`src/sv/mtd_pkg.sv`:
```
// Package: transaction types, character constants and the Morse code table.
`default_nettype none
package mtd_pkg;

  localparam int unsigned MaxSymbolsDefault = 7;
  localparam int unsigned TableMaxLen       = 7;

  localparam logic [7:0] CharDot     = 8'h2E;
  localparam logic [7:0] CharDash    = 8'h2D;
  localparam logic [7:0] CharUnknown = 8'h5F;

  typedef struct packed {
    logic [7:0] char_in;
    logic       end_of_text;
  } in_item_t;

  typedef struct packed {
    logic [7:0] char_out;
    logic       was_decoded;
  } out_item_t;

  // Key is {length, pattern}; pattern holds the symbols in its low bits,
  // first symbol most significant, dash = 1.
  function automatic logic [7:0] morse_lookup(input logic [2:0] len,
                                              input logic [6:0] pat);
    logic [7:0] ch;
    ch = CharUnknown;
    case ({len, pat})
      {3'd2, 7'd1}:  ch = "A";
      {3'd4, 7'd8}:  ch = "B";
      {3'd4, 7'd10}: ch = "C";
      {3'd3, 7'd4}:  ch = "D";
      {3'd1, 7'd0}:  ch = "E";
      {3'd4, 7'd2}:  ch = "F";
      {3'd3, 7'd6}:  ch = "G";
      {3'd4, 7'd0}:  ch = "H";
      {3'd2, 7'd0}:  ch = "I";
      {3'd4, 7'd7}:  ch = "J";
      {3'd3, 7'd5}:  ch = "K";
      {3'd4, 7'd4}:  ch = "L";
      {3'd2, 7'd3}:  ch = "M";
      {3'd2, 7'd2}:  ch = "N";
      {3'd3, 7'd7}:  ch = "O";
      {3'd4, 7'd6}:  ch = "P";
      {3'd4, 7'd13}: ch = "Q";
      {3'd3, 7'd2}:  ch = "R";
      {3'd3, 7'd0}:  ch = "S";
      {3'd1, 7'd1}:  ch = "T";
      {3'd3, 7'd1}:  ch = "U";
      {3'd4, 7'd1}:  ch = "V";
      {3'd3, 7'd3}:  ch = "W";
      {3'd4, 7'd9}:  ch = "X";
      {3'd4, 7'd11}: ch = "Y";
      {3'd4, 7'd12}: ch = "Z";
      {3'd5, 7'd31}: ch = "0";
      {3'd5, 7'd15}: ch = "1";
      {3'd5, 7'd7}:  ch = "2";
      {3'd5, 7'd3}:  ch = "3";
      {3'd5, 7'd1}:  ch = "4";
      {3'd5, 7'd0}:  ch = "5";
      {3'd5, 7'd16}: ch = "6";
      {3'd5, 7'd24}: ch = "7";
      {3'd5, 7'd28}: ch = "8";
      {3'd5, 7'd30}: ch = "9";
      {3'd6, 7'd21}: ch = ".";
      {3'd6, 7'd51}: ch = ",";
      {3'd6, 7'd12}: ch = "?";
      {3'd6, 7'd30}: ch = 8'h27;
      {3'd6, 7'd43}: ch = "!";
      {3'd5, 7'd18}: ch = "/";
      {3'd5, 7'd22}: ch = "(";
      {3'd6, 7'd45}: ch = ")";
      {3'd5, 7'd8}:  ch = "&";
      {3'd6, 7'd56}: ch = ":";
      {3'd6, 7'd42}: ch = ";";
      {3'd5, 7'd17}: ch = "=";
      {3'd5, 7'd10}: ch = "+";
      {3'd6, 7'd33}: ch = "-";
      {3'd6, 7'd13}: ch = "_";
      {3'd6, 7'd18}: ch = 8'h22;
      {3'd7, 7'd9}:  ch = "$";
      {3'd6, 7'd26}: ch = "@";
      default:       ch = CharUnknown;
    endcase
    return ch;
  endfunction

endpackage
`default_nettype wire

```
`src/sv/mtd_lookup.sv`:
```
// Morse code lookup: pending code to character, with overflow and unknown handling.
`default_nettype none
module mtd_lookup
  import mtd_pkg::*;
#(
  parameter int unsigned MaxSymbols = MaxSymbolsDefault,
  localparam int unsigned LenW      = $clog2(MaxSymbols + 1)
) (
  input  wire logic [MaxSymbols-1:0] sym_i,
  input  wire logic [LenW-1:0]       len_i,
  input  wire logic                  ovf_i,
  output logic      [7:0]            char_o
);

  logic fits;

  assign fits = (len_i <= LenW'(TableMaxLen));

  always_comb begin
    if (ovf_i || !fits) begin
      char_o = CharUnknown;
    end else begin
      char_o = morse_lookup(len_i[2:0], sym_i[TableMaxLen-1:0]);
    end
  end

endmodule
`default_nettype wire

```
`src/sv/mtd_code.sv`:
```
// Code accumulator: pending symbol state, per-character step and result selection.
`default_nettype none
module mtd_code
  import mtd_pkg::*;
#(
  parameter int unsigned MaxSymbols = MaxSymbolsDefault,
  localparam int unsigned LenW      = $clog2(MaxSymbols + 1)
) (
  input  wire logic      clk_i,
  input  wire logic      rst_ni,
  input  wire logic      step_i,
  input  wire in_item_t  item_i,
  output logic           res_valid_o,
  output out_item_t      res_item_o
);

  logic [MaxSymbols-1:0] sym_q, sym_d, sym_nx, look_sym;
  logic [LenW-1:0]       len_q, len_d, len_nx, look_len;
  logic                  ovf_q, ovf_d, ovf_nx, look_ovf;
  logic                  in_code_q, in_code_d;
  logic                  is_sym, is_dash, room;
  logic [7:0]            dec_char;

  assign is_dash = (item_i.char_in == CharDash);
  assign is_sym  = is_dash || (item_i.char_in == CharDot);
  assign room    = (len_q < LenW'(MaxSymbols));

  assign sym_nx = room ? {sym_q[MaxSymbols-2:0], is_dash} : sym_q;
  assign len_nx = room ? len_q + LenW'(1) : len_q;
  assign ovf_nx = ovf_q | ~room;

  assign look_sym = is_sym ? sym_nx : sym_q;
  assign look_len = is_sym ? len_nx : len_q;
  assign look_ovf = is_sym ? ovf_nx : ovf_q;

  mtd_lookup #(
    .MaxSymbols(MaxSymbols)
  ) u_lookup (
    .sym_i (look_sym),
    .len_i (look_len),
    .ovf_i (look_ovf),
    .char_o(dec_char)
  );

  always_comb begin
    if (is_sym) begin
      res_valid_o            = item_i.end_of_text;
      res_item_o.char_out    = dec_char;
      res_item_o.was_decoded = 1'b1;
    end else if (in_code_q) begin
      res_valid_o            = 1'b1;
      res_item_o.char_out    = dec_char;
      res_item_o.was_decoded = 1'b1;
    end else begin
      res_valid_o            = 1'b1;
      res_item_o.char_out    = item_i.char_in;
      res_item_o.was_decoded = 1'b0;
    end
  end

  always_comb begin
    sym_d     = sym_q;
    len_d     = len_q;
    ovf_d     = ovf_q;
    in_code_d = in_code_q;
    if (step_i) begin
      if (item_i.end_of_text || (!is_sym && in_code_q)) begin
        sym_d     = '0;
        len_d     = '0;
        ovf_d     = 1'b0;
        in_code_d = 1'b0;
      end else if (is_sym) begin
        sym_d     = sym_nx;
        len_d     = len_nx;
        ovf_d     = ovf_nx;
        in_code_d = 1'b1;
      end
    end
  end

  always_ff @(posedge clk_i or negedge rst_ni) begin
    if (!rst_ni) begin
      sym_q     <= '0;
      len_q     <= '0;
      ovf_q     <= 1'b0;
      in_code_q <= 1'b0;
    end else begin
      sym_q     <= sym_d;
      len_q     <= len_d;
      ovf_q     <= ovf_d;
      in_code_q <= in_code_d;
    end
  end

endmodule
`default_nettype wire

```
`src/sv/morse_text_decoder_unit.sv`:
```
// Top level: Morse text decoder with input register and result register.
//
// Takes one text character per transaction and returns decoded Morse letters,
// digits and signs, passing other characters through. Dots and dashes gather
// into a pending code and give no result; the next other character ends the
// code, yields its decoded character and is itself dropped. end_of_text
// flushes a pending code. Unknown or overlong codes decode to underscore.
// One transaction is taken every cycle while the result is not stalled. A result
// passes through the input register, then the result register, before it is
// presented on the output. The pending-code state in mtd_code is updated as
// each transaction advances, which allows this rate. A stalled result holds the
// input register, and the input stalls only while both registers are full.
`default_nettype none
module morse_text_decoder_unit
  import mtd_pkg::*;
#(
  parameter int unsigned MaxSymbols = MaxSymbolsDefault
) (
  input  wire logic      clk_i,
  input  wire logic      rst_ni,
  input  wire logic      in_valid_i,
  output logic           in_stall_o,
  input  wire in_item_t  in_item_i,
  output logic           out_valid_o,
  input  wire logic      out_stall_i,
  output out_item_t      out_item_o
);

  logic      in_vld_q, in_vld_d;
  in_item_t  in_item_q;
  logic      out_vld_q, out_vld_d;
  out_item_t out_item_q;
  logic      adv, accept, out_free, res_valid;
  out_item_t res_item;

  assign out_free   = !out_vld_q || !out_stall_i;
  assign adv        = in_vld_q && out_free;
  assign in_stall_o = in_vld_q && !adv;
  assign accept     = in_valid_i && !in_stall_o;

  mtd_code #(
    .MaxSymbols(MaxSymbols)
  ) u_code (
    .clk_i      (clk_i),
    .rst_ni     (rst_ni),
    .step_i     (adv),
    .item_i     (in_item_q),
    .res_valid_o(res_valid),
    .res_item_o (res_item)
  );

  always_comb begin
    in_vld_d = in_vld_q;
    if (accept) begin
      in_vld_d = 1'b1;
    end else if (adv) begin
      in_vld_d = 1'b0;
    end
    out_vld_d = out_vld_q;
    if (adv && res_valid) begin
      out_vld_d = 1'b1;
    end else if (out_vld_q && !out_stall_i) begin
      out_vld_d = 1'b0;
    end
  end

  always_ff @(posedge clk_i or negedge rst_ni) begin
    if (!rst_ni) begin
      in_vld_q  <= 1'b0;
      out_vld_q <= 1'b0;
    end else begin
      in_vld_q  <= in_vld_d;
      out_vld_q <= out_vld_d;
    end
  end

  always_ff @(posedge clk_i) begin
    if (accept) begin
      in_item_q <= in_item_i;
    end
    if (adv && res_valid) begin
      out_item_q <= res_item;
    end
  end

  assign out_valid_o = out_vld_q;
  assign out_item_o  = out_item_q;

endmodule
`default_nettype wire

```
`config.mk`:
```
export PLATFORM = sky130hd
export DESIGN_NAME = morse_text_decoder_unit
export DESIGN_NICKNAME = d
export VERILOG_FILES = /design/src/sv/mtd_pkg.sv /design/src/sv/mtd_lookup.sv /design/src/sv/mtd_code.sv /design/src/sv/morse_text_decoder_unit.sv
export SDC_FILE = /design/constraint.sdc
export NUM_CORES = 1
export LEC_CHECK = 0
export ABC_AREA = 1
export BUFFER_PORTS_ARGS = -buffer_cell sky130_fd_sc_hd__clkbuf_2
export CAP_MARGIN = 20
export CORE_MARGIN = 8
export CORE_UTILIZATION = 60
export CTS_CLUSTER_DIAMETER = 30
export CTS_CLUSTER_SIZE = 25
export DETAILED_ROUTE_END_ITERATION = 8
export HOLD_SLACK_MARGIN = 0.12
export PLACE_DENSITY = 0.81
export SYNTH_ARGS = -nofsm -noshare
export SYNTH_HDL_FRONTEND = slang
export SYNTH_SLANG_ARGS = --single-unit
export TNS_END_PERCENT = 10
```
`constraint.sdc`:
```
create_clock -name clk_i -period 2.5 [get_ports clk_i]
set_clock_uncertainty 0.1 [all_clocks]
set_input_delay 0.5 -clock clk_i [delete_from_list [all_inputs] [get_ports clk_i]]
set_output_delay 0.5 -clock clk_i [all_outputs]
set_load 0.03 [all_outputs]
```
==> impl_results.md, run 1 <==
* Starting Density at 0.622
* Num ports at 24
* Clock Tree Buf Depth at 2
* FP Rows at 24
* Synth warnings at 0
* Worst slack, placed at -0.408 ns
* Die X at 83.0 um
* Halt Reason: [ERROR DPL-0038] Utilization greater than 100%, impossible to legalize
* Post-synthesis sequential area ratio at 0.331
* Worst ep type: register input
* Port Buffers at 23
* Cells after synthesis at 415
* DIE HEIGHT at 83.0 um
* Run status: did not finish
* Cell area after synthesis at 2690 um2
* Syn_area_per_cell at 6.49 um2
* Total CTS buffers at 5
* CTS root buf: clkbuf_8
* Last stage reached: global routing
* Register bit count reported by yosys at 32
* Largest net degree at the start of global routing at 21
* Mapped Nets at 429
* GRT repair_timing worst endpoint: out_item_o[2]$_DFFE_PP_/D
* Routability cong. at 0.950
* HPWL Detailed at 7690 um
* H-tree depth at 2
* Clock net sink count at 32
* Post-synthesis cell type count at 30
-- repair_timing --
action | 4_1_cts
hold buffers | 1
setup buffers | 4
gates resized for setup | 35
hold endpoints to repair | 14
pin swaps | 9
setup endpoints to repair | 7
-- logic make-up after synthesis --
| family | after synthesis | synth area share |
|---|---|---|
| compound gates | 42 | 0.0990 |
| xor+xnor | 1 | 0.00325 |
| fa+ha+maj | 1 | 0.00465 |
| flops | 32 | 0.331 |
| simple gates | 289 | 0.485 |
| buf+inv | 50 | 0.0772 |
-- metrics by stage --
| stage | setup TNS (ns) | cells | cell area [um2] | util |
|---|---|---|---|---|
| 2_1_floorplan | 0 | 415 | 2690 | - |
| 3_3_place_gp | -1.63 | 563 | 3450 | 0.797 |
| 3_5_place_dp | -2.57 | 563 | 3450 | 0.797 |
| 4_1_cts | -1.01 | 576 | 3680 | 0.852 |
-- synthesized netlist by cell type, drive strengths merged --
library cell | instances | area share
a21oi | 11 | 0.020
o22ai | 10 | 0.023
xor2 | 1 | 0.0033
clkbuf | 2 | 0.0028
nand4 | 8 | 0.019
nand2 | 151 | 0.23
nor2 | 93 | 0.16
o21ai | 20 | 0.053
and2 | 3 | 0.0070
nand3b | 1 | 0.0028
buf | 4 | 0.013
clkinv | 1 | 0.0014
ha | 1 | 0.0046
dfrtp | 14 | 0.13
nand3 | 31 | 0.067
nor3 | 2 | 0.0037
a22oi | 1 | 0.0028
inv | 43 | 0.060
edfxtp | 18 | 0.20
==> inputs of run 2 (changes only) <==
--- a/config.mk
+++ b/config.mk
@@ -9,12 +9,9 @@
 export BUFFER_PORTS_ARGS = -buffer_cell sky130_fd_sc_hd__clkbuf_2
 export CAP_MARGIN = 20
 export CORE_MARGIN = 8
-export CORE_UTILIZATION = 60
-export CTS_CLUSTER_DIAMETER = 30
-export CTS_CLUSTER_SIZE = 25
+export CORE_UTILIZATION = 40
 export DETAILED_ROUTE_END_ITERATION = 8
-export HOLD_SLACK_MARGIN = 0.12
-export PLACE_DENSITY = 0.81
+export PLACE_DENSITY_LB_ADDON = 0.15
 export SYNTH_ARGS = -nofsm -noshare
 export SYNTH_HDL_FRONTEND = slang
 export SYNTH_SLANG_ARGS = --single-unit
==> impl_results.md, run 2 <==
* Run status: finished with violations
* Violated checks: setup timing
* DIE HEIGHT at 98.0 um
* Hold-fix buffers at CTS at 0
* Synth Area in Simple Gates at 0.485
* CP max-delay cell: edfxtp_1
* Switching Share at 0.310
* Remaining DRCs at 0
* Commonest cells in the netlist: nand2_1 (134), nor2_1 (79), inv_1 (37)
* Total CTS buffers at 5
* Port Buffers at 23
* Clock Pin Slew Worst Setup and Hold Paths at 0.07 ns
* Leading area contributor after synthesis: edfxtp_1
* Combinational power share at 0.268
* RSZ-0062 raised after global routing: true
* Crit path to: out_item_o[2]
* Register bit count reported by yosys at 32
* Reg-to-reg startpoint: in_item_q[5]
* Period utilisation layout at 1.08
* Worst-Skew Late Latency at 0.28 ns
* Leading cell type in the layout, fill and taps excluded: nand2_1
* EDFF count, synth at 18
* H-tree depth at 2
* Worst slack, placed at -0.368 ns
* Clk pwr share at 0.311
* CTS tree: yes
* Grt total ovfl at 0
* Origin of the worst setup path: in_item_q[5]
* Peak supply drop at 0.390 mV
* Synth warnings at 0
* Drt via density at 5.09
* Mapped Nets at 429
* Die area at 9610 um2
* FP Rows at 30
* Fin area at 4080 um2
* Critical path class: reg2reg
* Compound-gate portion of the synthesized area at 0.0990
* Maximum clock rate at 0.370 GHz
* CP cell instances: buf_4 > nor2_2 > nand3_2 > nor2_4 > buf_4 > buf_4 > nand2_2 > nand2_4 > nand2_1 > nor2_4 > nand2_1 > nand2_1 > nor2_1 > nand2_2 > nor2_2 > nand3_4 > a21oi_2
* P per Cell Area at 376 nW/um2
* Synth Flop Type: edfxtp_1
* Post-synthesis sequential area ratio at 0.331
* Post-Route WL at 8690 um
* Routability cong. at 0.957
* Reg-to-reg critical path endpoint: out_item_o[2]
* Largest stage delay, worst path at 0.41 ns
* HPWL Detailed at 6440 um
* CP startpoint kind: flop
* Synth area leaders: edfxtp_1 (20%), nand2_1 (19%), dfrtp_1 (13%), nor2_1 (11%), inv_1 (5.2%)
* First-pass DRT Iterations at 5
* CTS root buf: clkbuf_8
* Starting Density at 0.405
* Post-synth ARST share at 0.438
* Syn_area_per_cell at 6.49 um2
* Worst Path Arrival at 2.63 ns
* DR vias at 3,097
* NetSw at 475 uW
* Placed instance area at 3390 um2
* Largest net degree at the start of global routing at 21
* Mux contribution to synthesized area at 0
* Least-Margin Pin Slew at 0.486 ns
* Fin crit period at 2.70 ns
* Gr usage total at 0.171
* Core area at 6640 um2
* Final nets at 542
* Die X at 98.0 um
* Hold Path Class: in2async
* Pleak at 0.00207 uW
* Final hold violation count at 0
* First-pass GRT wire length at 13,400 um
* Vias in the first global route at 2,883
* Area delta synth->final at 51.7%
* Post-synthesis cell type count at 30
* Most frequent cells in the layout: nand2_1 (96), buf_4 (83), nor2_1 (53)
* DR WL/cell at 14.3 um
* Cell area after synthesis at 2690 um2
* Dpl cells at 581
* Max-Cap Viols at 0
* Clock Tree Buf Depth at 2
* Diode count at 0
* Post-layout util at 0.614
* Largest family of logic cells by synthesized area: simple AND/OR/NAND/NOR gates
* Share of cells above drive strength 1 at 0.461
* DRT iter0 DRCs at 123
* Critical path endpoint category: flop
* Routed Antenna Nets at 0
* P_int at 1060 uW
* Clock net sink count at 32
* Req. time, crit path at 2.43 ns
* Post-synth top area share at 0.201
* Rel. slew slack at 0.675
* Count leader, synth: nand2_1
* Reg2reg path depth at 17
* R2r setup slk at -0.20 ns
* Cells after synthesis at 415
* Power Total at 1530 uW
* Critical-path maximum fanout at 6
* Initial antenna violation count at 0
* Fin. max-slew vios at 0
* Sequential share of power at 0.420
* Num ports at 24
* # setup viols final at 7
* Worst setup margin at -0.201 ns
* XOR/XNOR Fraction of Synth Area at 0.00325
* Fin cells at 609
* Adder-cell share of the synthesized area at 0.00465
* FILL cells at 603
==> run 2: cell counts after synthesis <==
Identical to the previous run, type by type.
==> run 2: power groups by stage <==
stage / Clock, uW / Combinational (uW) / Sequential (uW)
final: 477 / 411 / 644
after global routing: 508 / 451 / 648
after CTS: 489 / 362 / 643
after detailed placement: 0 / 355 / 653
after global placement: 0 / 354 / 651
after floorplan: 0 / 168 / 705
==> run 2: critical path: cells and delay by family, from the launching register on <==
| kind | cells | cell delay, ns |
|---|---|---|
| buffers and inverters | 3 | 0.41 |
| and+or+nand+nor | 13 | 1.47 |
| DFF | 1 | 0.41 |
| AOI/OAI and AO/OA | 1 | 0.07 |
==> run 2: metal layers <==
layer / track usage / wire length (um) / vias to the layer above
li1: - / - / 1549
met1: 0.206 / 3690 / 1424
met2: 0.291 / 4280 / 99
met3: 0.0220 / 425 / 25
met4: 0.0827 / 297 / 0
met5: 0 / 0 / -
==> run 2: through the flow <==
stage               hold slack [ns]  setup TNS, ns
floorplan                     0.104              0
global placement              0.328          -1.57
detailed placement            0.328          -1.83
CTS                          0.0246         -0.831
global route                 0.0456          -2.31
finish                       0.0152          -1.26
==> run 2: logic make-up (layout without fill, tap and decap cells) <==
kind of cell    after synthesis  after routing
simple gates                289            289
buf+inv                      50            164
compound gates               42             42
flops                        32             32
fa+ha+maj                     1              1
xor+xnor                      1              1
==> run 2: worst min-delay path by stage <==
stage / start / cells past startpoint / endpoint / slack [ns]
after CTS: rst_ni / 1 / u_code.sym_q[0] / 0.02
after floorplan: rst_ni / 0 / in_vld_q / 0.10
final: rst_ni / 1 / u_code.sym_q[0] / 0.02
after detailed placement: rst_ni / 1 / u_code.sym_q[4] / 0.33
after global placement: rst_ni / 1 / u_code.sym_q[5] / 0.33
after global routing: rst_ni / 1 / u_code.sym_q[4] / 0.05
==> run 2: layout make-up <==
| class | count | area, um2 | share of cell area |
|---|---|---|---|
| clock buffer | 6 | 72.6 | 0.0178 |
| tap | 80 | 100 | 0.0245 |
| multi-input combinational | 333 | 1970 | 0.484 |
| clock inverter | 2 | 35.0 | 0.00858 |
| timing repair buffer | 112 | 842 | 0.206 |
| sequential | 32 | 892 | 0.219 |
| inverter | 44 | 165 | 0.0405 |
==> run 2: timing repair <==
| item | CTS | global route |
|---|---|---|
| endpoints found under the hold margin | 0 | 0 |
| pin swaps | 8 | 38 |
| buffers inserted | 3 | 13 |
| endpoints found under the setup margin | 7 | 7 |
| gates resized for setup | 26 | 88 |
| cloned | 0 | 3 |
(Power assumes the default switching activity.)
==> inputs of run 3 (changes only) <==
--- a/config.mk
+++ b/config.mk
@@ -11,7 +11,10 @@
 export CORE_MARGIN = 8
 export CORE_UTILIZATION = 40
 export DETAILED_ROUTE_END_ITERATION = 8
+export HOLD_SLACK_MARGIN = 0.1
+export MAX_ROUTING_LAYER = met4
 export PLACE_DENSITY_LB_ADDON = 0.15
+export SKIP_CTS_REPAIR_TIMING = 1
 export SYNTH_ARGS = -nofsm -noshare
 export SYNTH_HDL_FRONTEND = slang
 export SYNTH_SLANG_ARGS = --single-unit
==> impl_results.md, run 3 (synthesized netlist as in run 2, its figures left out) <==
* Final nets at 545
* Most frequent cells in the layout: nand2_1 (101), buf_4 (84), nor2_1 (57)
* Pleak at 0.00207 uW
* Num ports at 24
* DR WL/cell at 14.4 um
* Gr usage total at 0.175
* Reg-to-reg critical path endpoint: out_item_o[3]
* Combinational power share at 0.265
* Port Buffers at 23
* # setup viols final at 7
* Reg2reg path depth at 18
* Worst setup margin at -0.229 ns
* Leading cell type in the layout, fill and taps excluded: nand2_1
* Routed Antenna Nets at 0
* Initial antenna violation count at 0
* Final hold violation count at 0
* Period utilisation layout at 1.09
* Cell count of the worst hold path at 1
* Worst slack, placed at -0.264 ns
* Fin area at 4070 um2
* Rel. slew slack at 0.280
* Critical path class: reg2reg
* CP startpoint kind: flop
* CP top delay family: simple AND/OR/NAND/NOR gates
* Routability cong. at 0.959
* Post-Route WL at 8800 um
* Die X at 98.0 um
* Power Total at 1540 uW
* Starting Density at 0.405
* Area delta synth->final at 51.1%
* Buffers & Inverters on Critical Path at 3
* H-tree depth at 2
* Hold path endpoint: in_item_q[8]
* DIE HEIGHT at 98.0 um
* Clock Tree Buf Depth at 2
* P_int at 1050 uW
* Sequential share of power at 0.417
* CP max-delay cell: edfxtp_1
* Most frequent CP cell: nand2_2
* Placed instance area at 3460 um2
* Total CTS buffers at 5
* DR vias at 3,129
* Largest net degree at the start of global routing at 16
* Clock net sink count at 32
* Peak supply drop at 0.485 mV
* Hold Path Class: in2reg
* Vias in the first global route at 2,994
* CTS root buf: clkbuf_8
* Post-layout util at 0.612
* Reg-to-reg startpoint: in_item_q[5]
* R2r setup slk at -0.23 ns
* Run status: finished with violations
* First-pass DRT Iterations at 5
* P per Cell Area at 378 nW/um2
* Least-Margin Pin Slew at 1.08 ns
* Die area at 9610 um2
* First-pass GRT wire length at 13,500 um
* Clock Pin Slew Worst Setup and Hold Paths at 0.07 ns
* Drt via density at 5.11
* Core area at 6640 um2
* Critical-path maximum fanout at 8
* Largest stage delay, worst path at 0.41 ns
* Req. time, crit path at 2.44 ns
* Share of cells above drive strength 1 at 0.451
* DRT iter0 DRCs at 199
* Worst Hold Launch: in_item_i[8]
* Remaining DRCs at 0
* Clk pwr share at 0.318
* Violated checks: setup timing
* Fin. max-slew vios at 0
* FP Rows at 30
* Diode count at 0
* Max-Cap Viols at 0
* Grt total ovfl at 0
* RSZ-0062 raised after global routing: true
* Switching Share at 0.314
* Critical path endpoint category: flop
* HPWL Detailed at 6490 um
* Worst-Skew Late Latency at 0.28 ns
* NetSw at 483 uW
* Maximum clock rate at 0.366 GHz
* CP cell instances: inv_1 > nand2_2 > nor2_4 > nand3_4 > buf_12 > nand2_1 > nand2_2 > nor2_4 > nand2_4 > buf_4 > nor2_4 > nand2_2 > nand2_2 > nor2_1 > nand2_1 > nor2_2 > nand3_4 > a21oi_2
* CTS tree: yes
* Worst Path Arrival at 2.67 ns
* Fin crit period at 2.73 ns
run 3: cell types whose count changed in the layout (fill, tap and decap cells not counted), sizes merged:
cell         delta
buf             +3
clkbuf          -2
clkinvlp        +1
dlygate4sd3     +1
run 3: layer usage:
layer	GRT usage	part of all wire	routed length [um]
met4	0.0863	0.031	272
met3	0.0164	0.043	380
met1	0.213	0.43	3760
met2	0.285	0.50	4390
met5	-	0	0
run 3: final cells by class:
type / count / area, um2
clock buffers: 5 / 68.8
fillers: 597 / 2580
multi-input cells: 333 / 1930
clock inverters: 3 / 42.5
flip-flops and latches: 32 / 891
well taps: 80 / 100
repair buffers: 115 / 875
inverters: 44 / 165
run 3: worst reg2reg max path: stages (launching register included):
cell,delay [ns]
edfxtp_1,0.41
inv_1,0.09
nand2_2,0.07
nor2_4,0.14
nand3_4,0.11
buf_12,0.16
nand2_1,0.07
nand2_2,0.08
nor2_4,0.15
nand2_4,0.08
buf_4,0.15
nor2_4,0.26
nand2_2,0.14
nand2_2,0.11
nor2_1,0.05
nand2_1,0.09
nor2_2,0.06
nand3_4,0.09
a21oi_2,0.07
run 3: worst max-delay path by stage:
stage	slack [ns]	start	endpoint	depth (start not counted)
2_1_floorplan	0.23	in_item_q[1]	out_item_o[1]	15
3_3_place_gp	-0.31	in_item_q[1]	out_item_o[6]	19
3_5_place_dp	-0.26	in_item_q[1]	out_item_o[4]	18
4_1_cts	-0.29	in_item_q[1]	out_item_o[4]	18
5_1_grt	-0.36	in_item_q[5]	out_item_o[1]	18
6_report	-0.23	in_item_q[5]	out_item_o[3]	18
run 3: power groups by stage:
stage	combinational [uW]	sequential, uW	clock (uW)
6_report	407	641	488
5_1_grt	447	647	513
4_1_cts	359	641	500
3_5_place_dp	357	652	0
3_3_place_gp	355	651	0
2_1_floorplan	168	705	0
run 3: metrics by stage:
stage,std cells,hold slack (ns),TNS (ns)
after floorplan,415,0.104,0
after global placement,588,0.332,-1.71
after detailed placement,588,0.330,-1.57
after CTS,596,0.0169,-1.73
after global routing,612,0.277,-2.36
final,612,0.287,-1.48
==> inputs of run 4 (changes only) <==
--- a/config.mk
+++ b/config.mk
@@ -14,7 +14,6 @@
 export HOLD_SLACK_MARGIN = 0.1
 export MAX_ROUTING_LAYER = met4
 export PLACE_DENSITY_LB_ADDON = 0.15
-export SKIP_CTS_REPAIR_TIMING = 1
 export SYNTH_ARGS = -nofsm -noshare
 export SYNTH_HDL_FRONTEND = slang
 export SYNTH_SLANG_ARGS = --single-unit
==> impl_results.md, run 4 (synthesized netlist as in run 2, its figures left out) <==
* Run status: finished with violations
* Violated checks: setup timing
* Post-Route WL at 10,000 um
* Worst Path Arrival at 2.65 ns
* Port Buffers at 23
* Period utilisation layout at 1.09
* DR WL/cell at 15.7 um
* Final nets at 571
* Critical path endpoint category: flop
* Area delta synth->final at 73.9%
* DR vias at 3,359
* Worst-Skew Late Latency at 0.28 ns
* CP startpoint kind: flop
* Starting Density at 0.405
* First-pass DRT Iterations at 5
* Gr usage total at 0.195
* CTS tree: yes
* CTS root buf: clkbuf_8
* Clock Tree Buf Depth at 2
* Max-Cap Viols at 0
* Hold Path Class: in2reg
* Drt via density at 5.26
* Buffers & Inverters on Critical Path at 4
* Grt total ovfl at 0
* CP max-delay cell: edfxtp_1
* Diode count at 0
* Largest net degree at the start of global routing at 15
* Clock net sink count at 32
* Pleak at 0.00233 uW
* Rel. slew slack at 0.674
* RSZ-0062 raised after global routing: true
* Worst setup margin at -0.215 ns
* Die area at 9610 um2
* Critical-path maximum fanout at 8
* Min Hold Slack at 0.287 ns
* Total CTS buffers at 5
* Remaining DRCs at 0
* HPWL Detailed at 6490 um
* Fin. max-slew vios at 0
* Most frequent cells in the layout: buf_4 (95), nand2_1 (80), nand2_2 (42), nor2_1 (42), inv_1 (36)
* DRT iter0 DRCs at 193
* Die X at 98.0 um
* Vias in the first global route at 3,298
* Clock Pin Slew Worst Setup and Hold Paths at 0.07 ns
* CP top delay family: simple AND/OR/NAND/NOR gates
* Final setup TNS at -1.37 ns
* Fin crit period at 2.71 ns
* First-pass GRT wire length at 14,900 um
* FP Rows at 30
* Fin cells at 638
* P per Cell Area at 337 nW/um2
* Least-Margin Pin Slew at 0.488 ns
* Num ports at 24
* # setup viols final at 7
* Initial antenna violation count at 0
* Dpl cells at 588
* Req. time, crit path at 2.44 ns
* Leading cell type in the layout, fill and taps excluded: buf_4
* H-tree depth at 2
* Routability cong. at 0.959
* DIE HEIGHT at 98.0 um
* Share of cells above drive strength 1 at 0.556
* Critical path class: reg2reg
* CP cell instances: nor2_4 > buf_6 > nand3_4 > buf_12 > buf_12 > o21ai_2 > nand2_2 > nor2_2 > inv_1 > o21ai_2 > nor2_2 > nand2_2 > nor2_4 > nand3_4 > a21oi_2
* Routed Antenna Nets at 0
* Core area at 6640 um2
* Maximum clock rate at 0.368 GHz
* Largest stage delay, worst path at 0.43 ns
* Peak supply drop at 0.473 mV
* Final hold violation count at 0
* Power Total at 1580 uW
==> run 4: routing by layer <==
layer  vias to the layer above  GRT usage  wire (um)  share of wire
li1                       1624          -          -              -
met1                      1552      0.211       3940           0.39
met2                       138      0.338       5170           0.51
met3                        45     0.0270        484          0.048
met4                         0      0.110        444          0.044
met5                         -          -          0              0
==> run 4: power breakdown <==
| group | switching (uW) | internal (uW) |
|---|---|---|
| logic | 287 | 161 |
| clock network | 194 | 294 |
| registers | 21.4 | 621 |
==> run 4: per-stage QoR <==
step	worst slack, ns	cell area [um2]	utilization
after floorplan	0.227	2690	-
after global placement	-0.305	3460	0.521
after detailed placement	-0.264	3460	0.521
after CTS	-0.129	4160	0.626
after global routing	-0.359	4680	0.704
final	-0.215	4680	0.704
==> run 4: what timing repair did <==
| item | 4_1_cts | 5_1_grt |
|---|---|---|
| endpoints found under the hold margin | 14 | 0 |
| gates resized for setup | 102 | 91 |
| pin swaps | 46 | 65 |
| hold buffers | 1 | 0 |
| gates cloned | 1 | 0 |
| buffers inserted | 19 | 20 |
| endpoints found under the setup margin | 7 | 7 |
==> run 4: path summary, 6_finish.rpt <==
| path | startpoint | end | slack [ns] | cells past startpoint |
|---|---|---|---|---|
| max | in_item_q[7] | out_item_o[3] | -0.21 | 15 |
| min | in_item_i[8] | in_item_q[8] | 0.29 | 1 |
| max reg2reg | in_item_q[7] | out_item_o[3] | -0.21 | 15 |
| min reg2reg | u_code.in_code_q | u_code.in_code_q | 0.45 | 2 |
| max in group asynchronous | rst_ni | u_code.sym_q[0] | 1.48 | 2 |
| min in group asynchronous | rst_ni | u_code.sym_q[5] | 0.55 | 2 |
==> run 4: area by class of cell <==
type	count	area (um2)
Clock buffer	5	68.8
Multi-Input combinational cell	333	2250
Timing Repair Buffer	141	1160
Clock inverter	3	42.5
Sequential cell	32	891
Inverter	44	168
Fill cell	484	1960
Tap cell	80	100
